[config.mk]
export PLATFORM = sky130hd
export DESIGN_NAME = svi_gain
export DESIGN_NICKNAME = d
export VERILOG_FILES = /design/src/spherical_voxel_index_macros.svh /design/src/svi_pkg.sv /design/src/svi_gain.sv
export SDC_FILE = /design/constraint.sdc
export NUM_CORES = 2
export LEC_CHECK = 0
export ABC_AREA = 0
export ABC_CLOCK_PERIOD_IN_PS = 8950
export BUFFER_PORTS_ARGS = -buffer_cell sky130_fd_sc_hd__buf_2
export CORE_MARGIN = 3
export CORE_UTILIZATION = 55
export DETAILED_ROUTE_END_ITERATION = 16
export MAX_ROUTING_LAYER = met4
export PLACE_DENSITY = 0.69
export SYNTH_ARGS = -nofsm -noshare
export SYNTH_HDL_FRONTEND = slang
export SYNTH_SLANG_ARGS = --single-unit
export TNS_END_PERCENT = 20
[constraint.sdc]
create_clock -name clk_i -period 8.95 [get_ports clk_i]
set_clock_uncertainty 0.15 [all_clocks]
set_input_delay 0.895 -clock clk_i [delete_from_list [all_inputs] [get_ports clk_i]]
set_output_delay 0.895 -clock clk_i [all_outputs]
set_load 0.01 [all_outputs]
[src/spherical_voxel_index_macros.svh]
// Assertion macros for the spherical voxel indexer.
`ifndef SPHERICAL_VOXEL_INDEX_MACROS_SVH
`define SPHERICAL_VOXEL_INDEX_MACROS_SVH

// Check a consequent in the same cycle as its antecedent.
`define SVI_ASSERT_NOW(lbl, ante, cons, msg) \
  lbl: assert property (@(posedge clk_i) disable iff (!rst_ni) (ante) |-> (cons)) \
    else $error(msg);

// Check a consequent in the cycle after its antecedent.
`define SVI_ASSERT_NEXT(lbl, ante, cons, msg) \
  lbl: assert property (@(posedge clk_i) disable iff (!rst_ni) (ante) |=> (cons)) \
    else $error(msg);

`endif

[src/svi_pkg.sv]
// Shared types, constants and tables for the spherical voxel indexer.
package svi_pkg;

  localparam int CordicIters = 24;
  localparam int GuardBits   = 8;
  localparam int Cw          = 46;
  localparam int MagW        = Cw - 1;
  localparam int Aw          = 34;
  localparam int AngU        = Aw - 1;
  localparam int RsW         = MagW + 16;
  localparam int AsW         = AngU + 16;
  localparam int CordicLat   = CordicIters + 1;

  typedef logic signed [Cw-1:0] coord_t;
  typedef logic signed [Aw-1:0] angle_t;

  localparam angle_t PiQ28     = 34'sd843314857;
  localparam angle_t HalfPiQ28 = 34'sd421657428;
  localparam logic [29:0] InvGainQ30 = 30'd652032874;
  localparam logic [30:0] Max31 = 31'h7FFFFFFF;
  localparam logic [15:0] Max16 = 16'hFFFF;

  typedef enum logic [2:0] {
    RegOriginX        = 3'd0,
    RegOriginY        = 3'd1,
    RegOriginZ        = 3'd2,
    RegInvLeafRadius  = 3'd3,
    RegInvLeafPolar   = 3'd4,
    RegInvLeafAzimuth = 3'd5,
    RegPolarDiv       = 3'd6,
    RegAzimuthDiv     = 3'd7
  } reg_idx_e;

  typedef struct packed {
    logic signed [31:0] coord_x;
    logic signed [31:0] coord_y;
    logic signed [31:0] coord_z;
    logic [31:0]        point_id;
    logic               point_ok;
  } in_req_t;

  typedef struct packed {
    logic [30:0] cell_index;
    logic [30:0] radial_index;
    logic [15:0] polar_index;
    logic [15:0] azimuth_index;
    logic [31:0] point_tag;
    logic        index_overflow;
  } out_rsp_t;

  function automatic angle_t atan_q28(input int unsigned i);
    angle_t v;
    case (i)
      0:  v = 34'sd210828714;
      1:  v = 34'sd124459457;
      2:  v = 34'sd65760959;
      3:  v = 34'sd33381290;
      4:  v = 34'sd16755422;
      5:  v = 34'sd8385879;
      6:  v = 34'sd4193963;
      7:  v = 34'sd2097109;
      8:  v = 34'sd1048571;
      9:  v = 34'sd524287;
      10: v = 34'sd262144;
      11: v = 34'sd131072;
      12: v = 34'sd65536;
      13: v = 34'sd32768;
      14: v = 34'sd16384;
      15: v = 34'sd8192;
      16: v = 34'sd4096;
      17: v = 34'sd2048;
      18: v = 34'sd1024;
      19: v = 34'sd512;
      20: v = 34'sd256;
      21: v = 34'sd128;
      22: v = 34'sd64;
      23: v = 34'sd32;
      24: v = 34'sd16;
      25: v = 34'sd8;
      26: v = 34'sd4;
      27: v = 34'sd2;
      28: v = 34'sd1;
      default: v = '0;
    endcase
    return v;
  endfunction

endpackage

[src/svi_gain.sv]
// Two-stage multiply by the inverse CORDIC gain, floored.
module svi_gain (
  input  logic           clk_i,
  input  logic           rst_ni,
  input  logic           en_i,
  input  logic           vld_i,
  input  svi_pkg::coord_t mag_i,
  output logic           vld_o,
  output svi_pkg::coord_t mag_o
);
  import svi_pkg::*;

  localparam int PhW = MagW - 16 + 30;
  localparam int PlW = 16 + 30;

  logic [MagW-1:0] a;
  logic [PhW-1:0]  ph_q;
  logic [PlW-1:0]  pl_q;
  logic [PhW:0]    sum;
  logic            v1_q, v2_q;
  coord_t          mag_q;

  assign a   = (mag_i > 0) ? mag_i[MagW-1:0] : '0;
  assign sum = (PhW+1)'(ph_q) + (PhW+1)'(pl_q >> 16);

  always_ff @(posedge clk_i or negedge rst_ni) begin
    if (!rst_ni) begin
      v1_q <= 1'b0;
      v2_q <= 1'b0;
    end else if (en_i) begin
      v1_q <= vld_i;
      v2_q <= v1_q;
    end
  end

  always_ff @(posedge clk_i) begin
    if (en_i) begin
      ph_q  <= PhW'(a[MagW-1:16]) * PhW'(InvGainQ30);
      pl_q  <= PlW'(a[15:0]) * PlW'(InvGainQ30);
      mag_q <= $signed(Cw'(sum >> 14));
    end
  end

  assign vld_o = v2_q;
  assign mag_o = mag_q;

endmodule

==> qor.yml <==
outcome:
  status: "complete, no violations"
logic_synthesis:
  syn_nets: 4018
  synth-edff-count: 133
  yosys_warnings: 0
  netlist_instances: 2862
  syn_area_per_cell_sq_um: 10.6
  ys_async_sr_fraction_pct: 1.48
  syn_area_sq_mm: 0.0303
  synth_ff_type: "edfxtp_1"
  synth.distinct_cells: 65
  ys_ff_latch: 135
  yosysSeqAreaShare_pct: 13.3
clocking:
  cts_root_buf: "clkbuf_16"
  clkTransAtPathRegs_ns: 0.06
  cts_tree: "done"
  ctsHoldBuffers: 0
  clkSinkCount: 135
  insertion_delay_ns: 0.44
  clock_path_buffers: 2
  ctsHtreeMaxLevel: 4
  cts-buffers-inserted: 17
drt:
  viasPerCell: 5.24
  route.met3.wl_mm: 4.11
  top_layer: "met4"
  route.met2.wl_mm: 43.7
  wl_met1_mm: 38.0
  drtPass1Iterations: 5
  drt-total-wl_mm: 88.6
  remaining_drc_errors: 0
  ant_nets: 0
  routedWlPerCell_um: 20.9
  vias: 22200
  drt_iter0_drc: 1154
critical_path:
  arrival_ns: 8.87
  crit_type: "input port to flop"
  worstRegToRegCells: 11
  worstPathRequired_ns: 8.99
  crit_top_cell: "fa_1"
  reg2reg_to: "mag_o[43]$_DFFE_PP_"
  end_kind: "flop"
  regToRegSetupSlack_ns: 5.15
  max_stage_delay_ns: 0.56
  worstReg2RegStart: "pl_q[29]$_DFFE_PP_"
  critical_path.max_fanout: 8
  critPathSlowestCell: "fa_1"
  startpoint: "mag_i[6]"
  cp-start-kind: "input port"
  cp-endpoint: "ph_q[58]$_DFFE_PP_"
sta:
  worstMarginPinSlew_ns: 1.04
  rsz0062_at_grt: "true"
  setup_violations: 0
  fin_crit_ns: 8.83
  whs_ns: 0.0767
  slew_headroom_pct: 30.7
  finalHoldViolations: 0
  fin_crit_sh_pct: 98.7
  timing.fmax_mhz: 113
  report.final.slew_viol_count: 0
floorplanning:
  die_h_um: 241
  floorplan.initialDensity_pct: 56.0
  die_w_um: 241
  die_area_sq_mm: 0.0579
  rows: 85
  core_area_sq_mm: 0.0541
  pin_count: 97
placement:
  hpwl_mm: 81.0
  placed_area_sq_mm: 0.0358
  place_inst: 4192
  port_buffers: 96
  gp_congestion: 1.05
global_routing:
  antenna_found_initial: 1
  grt_pass1_wl_mm: 137
  grtUsageTotal_pct: 32.6
  grt-ovfl-total: 0
  grt_pass1_vias: 24400
  grt_max_degree: 87
cells_and_area:
  layout-drive-gt1-share_pct: 23.5
  mostFrequentLayoutCells: "inv_1, fa_1, buf_4"
  stdcell_area_sq_mm: 0.0372
  nets: 4689
  final_core_util_pct: 68.7
  area_growth_pct: 22.8
  final_common_cell: "inv_1"
  instances_no_fill: 4243
hold_path:
  hp-class: "input port to async pin"
job:
  drv_cap: 0
-- flip-flops by register name, indices dropped and copies added (netlist names) --
signal and cells:
vld_o 1, pl_q 29, mag_o 46, v1_q 1, ph_q 58
-- metal layers --
layer	up-vias	GRT usage, %
met4	0	10.0
met2	550	53.8
met3	137	3.90
met1	11200	42.8
li1	10300	-
met5	-	-
-- synth_stat cells, types with 5 or more instances --
master    instances  area (sq um)
o21ai_1          22           110
nor3_1           13          65.1
a21oi_1          87           435
inv_1           835          3130
xor2_1           48           420
edfxtp_1        133          3990
a31oi_1           8          50.1
and2_1           15          93.8
fa_1            594         11900
nand2b_1         17           106
nor2b_1          12          75.1
nand4_1          26           163
xnor2_1          72           631
nand2_1         100           375
and3_1           18           113
nor2_1           65           244
ha_1            512          6410
o211ai_1          5          37.5
a211oi_1         10          75.1
clkbuf_1         20          75.1
o21bai_1          8          60.1
o21a_1           13          97.6
nor4_1           14          87.6
or2_1             5          31.3
o21ai_0          37           185
nand3_1          33           165
a21o_1           68           510
-- repair_timing --
item                                    in CTS  in global routing
pin swaps                                    3                 59
gates resized for setup                     16                122
endpoints found under the setup margin      30                 22
gates cloned                                 0                  1
buffers inserted                             0                 19
-- cell type report --
cell class | instances | area (sq um)
multi-input combinational | 1868 | 23600
timing repair buffer | 675 | 4900
tap | 696 | 871
clock inverter | 14 | 178
clock buffer | 18 | 429
sequential | 135 | 4040
fill | 4196 | 16900
antenna | 1 | 2.50
inverter | 836 | 3150
-- logic make-up after synthesis --
group / count (synthesis) / synth area share [%]
XOR/XNOR: 120 / 3.47
flip-flops: 135 / 13.3
adder cells (fa/ha/maj): 1106 / 60.4
multiplexers: 2 / 0.0743
AND/OR/NAND/NOR: 333 / 5.38
buffers and inverters: 859 / 10.7
AO/OA/AOI/OAI: 307 / 6.70
-- critical path: cells and delay by family --
family,cells,cell delay (ns)
buffers and inverters,9,1.05
AND/OR/NAND/NOR,8,1.37
adder cells (fa/ha/maj),9,3.99
AO/OA/AOI/OAI,6,1.43
XOR/XNOR,1,0.09
-- per-stage QoR --
stage               setup slack (ns)  setup TNS [ns]
global route                  -0.129          -0.295
floorplan                      0.220               0
CTS                          0.00363               0
detailed placement             -1.05          -29.13
global placement              -0.967          -27.31
finish                         0.117               0
-- worst min-delay path by stage --
stage | startpoint | cells past startpoint | to
6_report | rst_ni | 1 | vld_o$_DFFE_PN0P_
5_1_grt | rst_ni | 1 | vld_o$_DFFE_PN0P_
4_1_cts | rst_ni | 1 | vld_o$_DFFE_PN0P_
3_5_place_dp | vld_o$_DFFE_PN0P_ | 1 | vld_o$_DFFE_PN0P_
3_3_place_gp | v1_q$_DFFE_PN0P_ | 1 | v1_q$_DFFE_PN0P_
2_1_floorplan | v1_q$_DFFE_PN0P_ | 1 | v1_q$_DFFE_PN0P_
Power is not shown: default switching activity piles up to over one toggle a cycle in this logic, so the estimate is an artifact.
